===== src/rtl/fjd_pkg.sv =====
// Package for the filament jam detector: word types, codes and reset constants.
`timescale 1ns / 1ps
`default_nettype none

package fjd_pkg;

   // Defaults for the top-level parameters
   localparam int PULSE_COUNT_BITS_DEF = 24;
   localparam int POSITION_BITS_DEF    = 32;

   // Fixed field widths
   localparam int REQ_TYPE_BITS    = 3;
   localparam int EXT_POS_BITS     = 32;
   localparam int PULSE_TOTAL_BITS = 24;
   localparam int PERIOD_BITS      = 8;
   localparam int PPM_BITS         = 16;
   localparam int CSR_INDEX_BITS   = 3;
   localparam int CSR_DATA_BITS    = 16;

   // Register reset values
   localparam logic [PERIOD_BITS-1:0] PERIOD_RESET = 8'd2;
   localparam logic [PPM_BITS-1:0]    PPM_RESET    = 16'd256;
   localparam logic [PERIOD_BITS-1:0] TICK_MAX     = 8'd255;

   // Register indexes
   localparam logic [CSR_INDEX_BITS-1:0] CSR_CHECK_PERIOD   = 3'd0;
   localparam logic [CSR_INDEX_BITS-1:0] CSR_PULSES_PER_MM  = 3'd1;
   localparam logic [CSR_INDEX_BITS-1:0] CSR_KEEP_HEATERS   = 3'd2;
   localparam logic [CSR_INDEX_BITS-1:0] CSR_ENCODER        = 3'd3;
   localparam logic [CSR_INDEX_BITS-1:0] CSR_BULGE          = 3'd4;
   localparam logic [CSR_INDEX_BITS-1:0] CSR_SWITCH         = 3'd5;

   typedef enum logic [REQ_TYPE_BITS-1:0] {
      REQ_PULSE   = 3'd0,
      REQ_TICK    = 3'd1,
      REQ_PIN     = 3'd2,
      REQ_COMMAND = 3'd3,
      REQ_ENABLE  = 3'd4,
      REQ_DISABLE = 3'd5
   } req_code_type;

   typedef enum logic [1:0] {
      REPORT_NONE  = 2'd0,
      REPORT_JAM   = 2'd1,
      REPORT_BULGE = 2'd2
   } report_type;

   typedef struct packed {
      logic [REQ_TYPE_BITS-1:0]       req_type;
      logic signed [EXT_POS_BITS-1:0] extruder_pos;
      logic                           pos_valid;
      logic                           machine_suspended;
      logic                           bulge_level;
      logic                           switch_level;
   } req_word_type;

   typedef struct packed {
      logic [1:0]                  report_kind;
      logic                        suspend_request;
      logic                        heaters_stay_on;
      logic [PULSE_TOTAL_BITS-1:0] pulse_total;
      logic                        triggered_flag;
      logic                        enabled_flag;
      logic                        alarm_pending;
   } rsp_word_type;

endpackage

`default_nettype wire


===== src/rtl/fjd_engine.sv =====
// Detector state, configuration registers and the per-word update logic.
`timescale 1ns / 1ps
`default_nettype none

module fjd_engine import fjd_pkg::*; #(
   parameter int PULSE_COUNT_BITS = PULSE_COUNT_BITS_DEF,
   parameter int POSITION_BITS    = POSITION_BITS_DEF
) (
   input  logic                      clock,
   input  logic                      reset,
   input  logic                      csr_we,
   input  logic [CSR_INDEX_BITS-1:0] csr_index,
   input  logic [CSR_DATA_BITS-1:0]  csr_wdata,
   input  logic                      step_en,
   input  req_word_type              item,
   output rsp_word_type              result
);

   localparam int POS_W  = (POSITION_BITS < EXT_POS_BITS) ? POSITION_BITS : EXT_POS_BITS;
   localparam int PROD_W = POS_W + PPM_BITS;

   // configuration
   logic [PERIOD_BITS-1:0] period_ff;
   logic [PPM_BITS-1:0]    ppm_ff;
   logic                   keep_heat_ff;
   logic                   enc_ff;
   logic                   bulge_on_ff;
   logic                   switch_on_ff;

   // detector state
   logic [PULSE_COUNT_BITS-1:0] pulse_ff, pulse_in;
   logic [PERIOD_BITS-1:0]      tick_ff, tick_in;
   logic signed [POS_W-1:0]     last_pos_ff, last_pos_in;
   logic                        last_valid_ff, last_valid_in;
   logic                        retract_ff, retract_in;
   logic                        alarm_ff, alarm_in;
   logic                        bulge_flag_ff, bulge_flag_in;
   logic                        enabled_ff, enabled_in;
   logic                        tripped_ff, tripped_in;

   // check datapath
   logic signed [POS_W-1:0] now_pos;
   logic signed [POS_W:0]   delta;
   logic [PROD_W-1:0]       product;
   logic                    need_pulse;
   logic                    pin_hit;
   logic                    susp;

   always_ff @(posedge clock) begin
      if (reset) begin
         period_ff    <= PERIOD_RESET;
         ppm_ff       <= PPM_RESET;
         keep_heat_ff <= 1'b0;
         enc_ff       <= 1'b0;
         bulge_on_ff  <= 1'b0;
         switch_on_ff <= 1'b0;
      end else if (csr_we) begin
         unique case (csr_index)
            CSR_CHECK_PERIOD:  period_ff    <= csr_wdata[PERIOD_BITS-1:0];
            CSR_PULSES_PER_MM: ppm_ff       <= csr_wdata[PPM_BITS-1:0];
            CSR_KEEP_HEATERS:  keep_heat_ff <= csr_wdata[0];
            CSR_ENCODER:       enc_ff       <= csr_wdata[0];
            CSR_BULGE:         bulge_on_ff  <= csr_wdata[0];
            CSR_SWITCH:        switch_on_ff <= csr_wdata[0];
            default: ;
         endcase
      end
   end

   assign now_pos    = item.extruder_pos[POS_W-1:0];
   assign delta      = {now_pos[POS_W-1], now_pos} - {last_pos_ff[POS_W-1], last_pos_ff};
   // travel * rate >= 2^16 means at least one pulse was due
   assign product    = delta[POS_W-1:0] * ppm_ff;
   assign need_pulse = |product[PROD_W-1:PPM_BITS];
   assign susp       = item.machine_suspended;
   assign pin_hit    = bulge_on_ff ? item.bulge_level : item.switch_level;

   always_comb begin
      pulse_in      = pulse_ff;
      tick_in       = tick_ff;
      last_pos_in   = last_pos_ff;
      last_valid_in = last_valid_ff;
      retract_in    = retract_ff;
      alarm_in      = alarm_ff;
      bulge_flag_in = bulge_flag_ff;
      enabled_in    = enabled_ff;
      tripped_in    = tripped_ff;
      result        = '0;

      if (step_en) begin
         unique case (req_code_type'(item.req_type))
            REQ_PULSE: begin
               if (!(&pulse_ff)) pulse_in = pulse_ff + 1'b1;
            end
            REQ_TICK: begin
               if (enc_ff) begin
                  if (tick_ff != TICK_MAX) tick_in = tick_ff + 1'b1;
                  if (tick_in >= period_ff) begin
                     tick_in = '0;
                     if (enabled_ff && !susp) begin
                        pulse_in = '0;
                        if (!item.pos_valid) begin
                           last_pos_in   = '0;
                           last_valid_in = 1'b0;
                        end else if (!last_valid_ff) begin
                           last_pos_in   = now_pos;
                           last_valid_in = 1'b1;
                        end else begin
                           last_pos_in = now_pos;
                           if (delta == '0) begin
                              // no move: nothing to check
                           end else if (delta[POS_W]) begin
                              retract_in = 1'b1;
                           end else if (retract_ff) begin
                              retract_in = 1'b0;
                           end else if (need_pulse && (pulse_ff == '0)) begin
                              alarm_in = 1'b1;
                           end
                        end
                     end
                  end
               end
            end
            REQ_PIN: begin
               if ((bulge_on_ff || switch_on_ff) && enabled_ff && !susp && pin_hit) begin
                  alarm_in = 1'b1;
                  if (bulge_on_ff) bulge_flag_in = 1'b1;
               end
            end
            REQ_COMMAND: begin
               if (tripped_ff) begin
                  if (!susp) begin
                     tripped_in    = 1'b0;
                     pulse_in      = '0;
                     last_pos_in   = '0;
                     last_valid_in = 1'b0;
                  end
               end else if (enabled_ff && alarm_ff) begin
                  alarm_in = 1'b0;
                  if (bulge_flag_ff) begin
                     result.report_kind = REPORT_BULGE;
                     bulge_flag_in      = 1'b0;
                  end else begin
                     result.report_kind = REPORT_JAM;
                  end
                  if (!susp) begin
                     result.suspend_request = 1'b1;
                     result.heaters_stay_on = keep_heat_ff;
                     tripped_in             = 1'b1;
                  end
               end
            end
            REQ_ENABLE, REQ_DISABLE: begin
               pulse_in      = '0;
               enabled_in    = (req_code_type'(item.req_type) == REQ_ENABLE);
               last_pos_in   = item.pos_valid ? now_pos : '0;
               last_valid_in = item.pos_valid;
            end
            default: ;
         endcase
      end

      // a new check period restarts the tick count
      if (csr_we && (csr_index == CSR_CHECK_PERIOD)) tick_in = '0;

      result.pulse_total    = PULSE_TOTAL_BITS'(pulse_in);
      result.triggered_flag = tripped_in;
      result.enabled_flag   = enabled_in;
      result.alarm_pending  = alarm_in;
   end

   always_ff @(posedge clock) begin
      if (reset) begin
         pulse_ff      <= '0;
         tick_ff       <= '0;
         last_pos_ff   <= '0;
         last_valid_ff <= 1'b0;
         retract_ff    <= 1'b0;
         alarm_ff      <= 1'b0;
         bulge_flag_ff <= 1'b0;
         enabled_ff    <= 1'b1;
         tripped_ff    <= 1'b0;
      end else begin
         pulse_ff      <= pulse_in;
         tick_ff       <= tick_in;
         last_pos_ff   <= last_pos_in;
         last_valid_ff <= last_valid_in;
         retract_ff    <= retract_in;
         alarm_ff      <= alarm_in;
         bulge_flag_ff <= bulge_flag_in;
         enabled_ff    <= enabled_in;
         tripped_ff    <= tripped_in;
      end
   end

endmodule

`default_nettype wire


===== src/rtl/filament_jam_detector.sv =====
// Filament jam detector top level: input register, detector engine, result register.
//
// Usage:
//   Request words (req_valid/req_stall/req_word) carry one event each: encoder
//   pulse, one-second tick, pin poll, command poll, enable or disable, along
//   with the current extruder position (Q8 mm) and sensor pin levels.
//   Every accepted word yields exactly one result word on rsp_valid/rsp_stall/
//   rsp_word: the report and suspend request of a command poll plus the
//   detector status after the event.
//   An accepted word passes the input register, then the result register,
//   before rsp_valid rises; one word per cycle is sustained while the receiver
//   does not stall, with a single registered update of the detector state per
//   word (one 32x16 multiply and compare for the check).
//   When the receiver stalls, the result register holds its word and the input
//   register fills; req_stall rises once both are occupied.
//   Synchronous reset empties both registers, loads the register defaults
//   (period 2, 1 pulse/mm, all sensors absent) and leaves the detector enabled.
//   Write csr_* only while no words are in flight.
`timescale 1ns / 1ps
`default_nettype none

module filament_jam_detector import fjd_pkg::*; #(
   parameter int PULSE_COUNT_BITS = PULSE_COUNT_BITS_DEF,
   parameter int POSITION_BITS    = POSITION_BITS_DEF
) (
   input  logic                      clock,
   input  logic                      reset,
   input  logic                      req_valid,
   output logic                      req_stall,
   input  req_word_type              req_word,
   output logic                      rsp_valid,
   input  logic                      rsp_stall,
   output rsp_word_type              rsp_word,
   input  logic                      csr_we,
   input  logic [CSR_INDEX_BITS-1:0] csr_index,
   input  logic [CSR_DATA_BITS-1:0]  csr_wdata
);

   logic         s1_valid_ff, s1_valid_in;
   req_word_type s1_word_ff;
   logic         rsp_valid_ff, rsp_valid_in;
   rsp_word_type rsp_word_ff;
   rsp_word_type step_result;
   logic         advance;
   logic         accept;

   // advance the held word whenever the result register is free or being drained
   assign advance   = s1_valid_ff && (!rsp_valid_ff || !rsp_stall);
   assign req_stall = s1_valid_ff && !advance;
   assign accept    = req_valid && !req_stall;

   assign s1_valid_in  = accept || (s1_valid_ff && !advance);
   assign rsp_valid_in = advance || (rsp_valid_ff && rsp_stall);

   fjd_engine #(
      .PULSE_COUNT_BITS (PULSE_COUNT_BITS),
      .POSITION_BITS    (POSITION_BITS)
   ) u_engine (
      .clock     (clock),
      .reset     (reset),
      .csr_we    (csr_we),
      .csr_index (csr_index),
      .csr_wdata (csr_wdata),
      .step_en   (advance),
      .item      (s1_word_ff),
      .result    (step_result)
   );

   // control
   always_ff @(posedge clock) begin
      if (reset) begin
         s1_valid_ff  <= 1'b0;
         rsp_valid_ff <= 1'b0;
      end else begin
         s1_valid_ff  <= s1_valid_in;
         rsp_valid_ff <= rsp_valid_in;
      end
   end

   // payload: hold unless loading
   always_ff @(posedge clock) begin
      if (accept) s1_word_ff <= req_word;
      if (advance) rsp_word_ff <= step_result;
   end

   assign rsp_valid = rsp_valid_ff;
   assign rsp_word  = rsp_word_ff;

   // a suspend request always leaves the detector tripped
   assert property (@(posedge clock) disable iff (reset)
      (rsp_valid && rsp_word.suspend_request) |-> rsp_word.triggered_flag)
      else $error("suspend request without trip");

   // a report consumes the pending alarm
   assert property (@(posedge clock) disable iff (reset)
      (rsp_valid && (rsp_word.report_kind != REPORT_NONE)) |-> !rsp_word.alarm_pending)
      else $error("alarm still pending after report");

   // heaters flag only travels with a suspend request
   assert property (@(posedge clock) disable iff (reset)
      (rsp_valid && rsp_word.heaters_stay_on) |-> rsp_word.suspend_request)
      else $error("heaters flag without suspend request");

   // the input side only stalls while a word is held and cannot move on
   assert property (@(posedge clock) disable iff (reset)
      req_stall |-> (s1_valid_ff && rsp_valid_ff && rsp_stall))
      else $error("input stalled without a blocked word");

endmodule

`default_nettype wire


===== config.mk =====
export PLATFORM = sky130hd
export DESIGN_NAME = filament_jam_detector
export DESIGN_NICKNAME = d
export VERILOG_FILES = /design/src/rtl/fjd_pkg.sv /design/src/rtl/fjd_engine.sv /design/src/rtl/filament_jam_detector.sv
export SDC_FILE = /design/constraint.sdc
export NUM_CORES = 1
export LEC_CHECK = 0
export BUFFER_PORTS_ARGS = -buffer_cell sky130_fd_sc_hd__buf_2
export CORE_MARGIN = 1.5
export CORE_UTILIZATION = 37
export CTS_CLUSTER_DIAMETER = 200
export DETAILED_ROUTE_END_ITERATION = 7
export GPL_TIMING_DRIVEN = 0
export PLACE_DENSITY = 0.5
export SYNTH_ARGS = -nofsm -noshare
export SYNTH_HDL_FRONTEND = slang
export SYNTH_HIERARCHICAL = 1
export SYNTH_SLANG_ARGS = --single-unit

===== constraint.sdc =====
create_clock -name clock -period 10.8 [get_ports clock]
set_clock_uncertainty 0.2 [all_clocks]
set_input_delay 1.08 -clock clock [delete_from_list [all_inputs] [get_ports clock]]
set_output_delay 1.08 -clock clock [all_outputs]
set_load 0.02 [all_outputs]

==> results.md <==
- Counting flops with a built-in enable in the synthesized netlist gives 70.
- After synthesis, flip-flops and latches occupy 15.9% of the total area.
- For this configuration, the core starts out at a cell density of 37.5%.
- The origin of the worst min-delay path is u_engine/period_ff[3].
- Global routing consumed, over all layers together, 25.4% of the routing resources.
- The number of buffers added to fix hold violations after cts is 0.
- After synthesis, the share of flip-flops with an asynchronous set or reset is 0%.
- The root buffer cell chosen for the clock tree is clkbuf_16.
- The largest individual stage delay along the critical path comes from the cell xor2_2.
- The number of buffers added on ports is 94.
- The total of flip-flops plus latches after synthesis is 170.
- The die covers around 70000 µm².
- The die is 267 µm tall.
- From left edge to right edge, the die measures ~270 µm.
- The most common cell type on the critical path is fa_1.
- After detailed routing, the number of remaining DRC violations is 0.
- The remaining global-route overflow is 0.
- Of the cells placed in the final design, the portion with a size suffix greater than 1 is around 8.6%.
- The cell area that synthesis handed to floorplanning was roughly 26000 µm².
- Max-cap violations in this run came to 0.
- Dividing the detail-routed wire length by the instance count gives 22.1 µm.
- The biggest fanout along the worst timing path is 10.
- The library cell used most frequently in the layout, excluding fill and tap cells, is nand2_1.
- At the later pin of the worst-skew pair, clock insertion delay measures 0.48 ns.
- The filler cell count in the final layout is 7092.
- The minimum setup slack in the final design is approximately 0.28 ns.
- In this run the critical register-to-register path is launched from s1_word_ff[8].
- The top cell types in the final layout, fill and taps aside, are nand2_1 (498), fa_1 (418), inv_1 (394), and2_1 (185), ha_1 (160).
- Setup repair after global routing left no endpoint under its margin.
- The number of buffers on the longest clock path is 2.
- The run finished with clean final reports.
- The number of distinct library cells after synthesis is 98.
- The half-perimeter wire length after placement is 72100 µm.
- The worst path uses 97.4% of the clock period.
- The number of detailed-route iterations in the first pass is 6.
- The number of cells produced by synthesis is 2951.
- At the worst endpoint, the required time is 10.83 ns.
- The floorplan core area is 68700 µm².
- The number of violations reported at the end of detailed-routing iteration 0 is about 1700.
- VDD sags by at most 152 µV.
- Timing would allow up to 0.0951 GHz.
- The total power divided by cell area is 98.4 nW/µm².
- The arrival time of the worst setup path is 10.55 ns.
- The I/O pin total is 96.
- Entering global routing, the biggest net connects 29 pins.
- After clock tree synthesis, the clock-pin slew on the worst setup and hold paths is 0.07 ns.
- The number of hold violations in the final report is 0.
- The stage delay of the slowest cell on the critical path is 0.71 ns.
- The transition time at the pin with the least slew margin is 1.25 ns.
- The worst slack after detailed placement is -1.04 ns.
- After detailed routing, the number of vias per cell comes to roughly 5.4.
- The final weighted congestion in routability-driven placement is 0.941.
- For this block, the via count after detailed routing is 21900.
- The minimum period implied by the final worst setup slack is approximately 11 ns.
- In the synthesized netlist the dominant register cell turns out to be dfxtp_1.
- The floorplan has 96 rows.
- In this run the static leakage power is 0.0109 µW.
- The timing startpoint of the critical path is s1_word_ff[8].
- The via count of the first global-routing pass came to 22300.
- The critical path launch point type is a register.
- The TritonCTS clock tree is yes.
- Synthesis produced a netlist with a net count of 3592.
- The final max-slew violation count is 0.
- The tightest min-delay check is of the register to register type.
- The worst setup path is of the register to register kind.
- The worst slew margin relative to its limit is 16.3%.
- The initial antenna violation count came to 3.
- Once layout is complete, the utilization of the core stands at 41.6%.
- Clock tree synthesis found a total of 170 sinks.
- The CTS H-tree depth is 4.
- The final routed wirelength across all metal layers is roughly 89000 µm.
- The critical path capture point type is a register.
- The total setup violations reported at the end of the flow is 0.
- The detail route stage leaves a number of antenna-violating nets equal to 0.
- The number of nets in the layout is 3719.
- TritonCTS created 17 clock buffers.
- Each instance of the synthesized netlist takes up on average 8.73 µm².
- The post-synthesis to final-layout area growth is 10.9%.
- The global-route wire length before repair is 135000 µm.
- Yosys printed 6 warnings.
Yosys cell counts (all sizes together), types with 7 or more instances:
cell type	count	area, µm²
nand2	498	1870
fa	418	8370
inv	394	1480
and2	186	1160
ha	160	2000
a21oi	148	759
nor2	136	510
clkbuf	135	509
dfxtp	100	2000
o21ai	78	390
edfxtp	70	2100
nor2b	42	263
nor3	38	195
a22oi	37	278
nand4	37	231
nand2b	32	200
a21o	31	240
nand3	31	160
xnor2	30	263
and3	27	173
buf	23	128
nor4	21	146
a211oi	19	148
o21a	19	143
a31oi	16	115
o211ai	16	125
o31ai	15	118
or3	12	75.1
xor2	11	96.3
a21boi	10	75.1
mux2i	10	100
o21bai	10	75.1
and4	8	70.1
or2	8	50.1
or4	8	67.6
a2111oi	7	68.8
o221ai	7	61.3
o22ai	7	43.8
worst paths after layout:
kind                                               to  slack [ns]  cells past startpoint
worst max-delay path                      rsp_word[0]        0.28                     29
worst min-delay path            u_engine/period_ff[3]        0.26                      2
worst max register to register            rsp_word[0]        0.28                     29
worst min register to register  u_engine/period_ff[3]        0.26                      2
through the flow:
stage | TNS [ns] | hold slack (ns) | area, µm² | cells | total power (µW)
6_report | 0 | 0.261 | 28600 | 4024 | 2810
5_1_grt | 0 | 0.289 | 28600 | 4022 | 2990
4_1_cts | 0 | 0.263 | 28300 | 4011 | 2810
3_5_place_dp | -1.87 | 0.252 | 27500 | 3979 | 2150
3_3_place_gp | -2.23 | 0.252 | 27400 | 3976 | 2140
2_1_floorplan | 0 | 0.236 | 25800 | 2951 | 1620
routing by layer:
metal	track usage (%)	wire length, µm	vias to the layer above	share of wire, %
met5	0	0	-	0
met4	8.23	2670	0	3.0
met2	43.4	43100	718	49
li1	-	-	9919	-
met3	3.07	4910	103	5.5
met1	33.5	38200	11200	43
state kept, by name (all words and copies together) (netlist names), 8 cells and up:
register,flops
s1_word_ff,39
u_engine/last_pos_ff,32
rsp_word,31
u_engine/pulse_ff,24
u_engine/ppm_ff,16
u_engine/period_ff,8
u_engine/tick_ff,8
critical path: cells and delay by family, from the launching register on:
| family | cells | cell delay [ns] |
|---|---|---|
| buffers and inverters | 5 | 1.13 |
| XOR/XNOR | 1 | 0.71 |
| AND/OR/NAND/NOR | 8 | 2.16 |
| flip-flops | 1 | 0.41 |
| AO/OA/AOI/OAI | 7 | 1.89 |
| adder cells (fa/ha/maj) | 8 | 3.75 |
power by group:
part	switching [µW]	leakage, µW	total, µW	internal (µW)
Sequential	14.7	0.00147	702	687
Clock	314	0.000290	627	313
Combinational	992	0.00912	1480	492
cell type report:
type,instances,area (µm²),share of cell area [%]
inverter,394,1480,5.18
buffer,153,651,2.28
antenna,2,5.00,0.0175
tap,931,1160,4.08
multi-input combinational,2229,19900,69.7
timing repair buffer,113,651,2.28
clock inverter,14,176,0.617
sequential,170,4100,14.4
clock buffer,18,429,1.50
timing repair:
item,CTS,global route
pin swaps,3,7
endpoints found under the setup margin,2,2
gates cloned,0,0
resized for setup,38,47
setup buffers,3,13
kinds of logic (layout without fill, tap and decap cells):
kind of cell | Yosys count | after routing | synth area share [%]
flip-flops | 170 | 170 | 15.9
XOR/XNOR | 41 | 41 | 1.39
multiplexers | 14 | 14 | 0.563
AND/OR/NAND/NOR | 1109 | 1109 | 20.9
other | 0 | 2 | 0
AO/OA/AOI/OAI | 487 | 487 | 12.7
buffers and inverters | 552 | 692 | 8.21
adder cells (fa/ha/maj) | 578 | 578 | 40.3
Power figures use the tool's default switching activity.
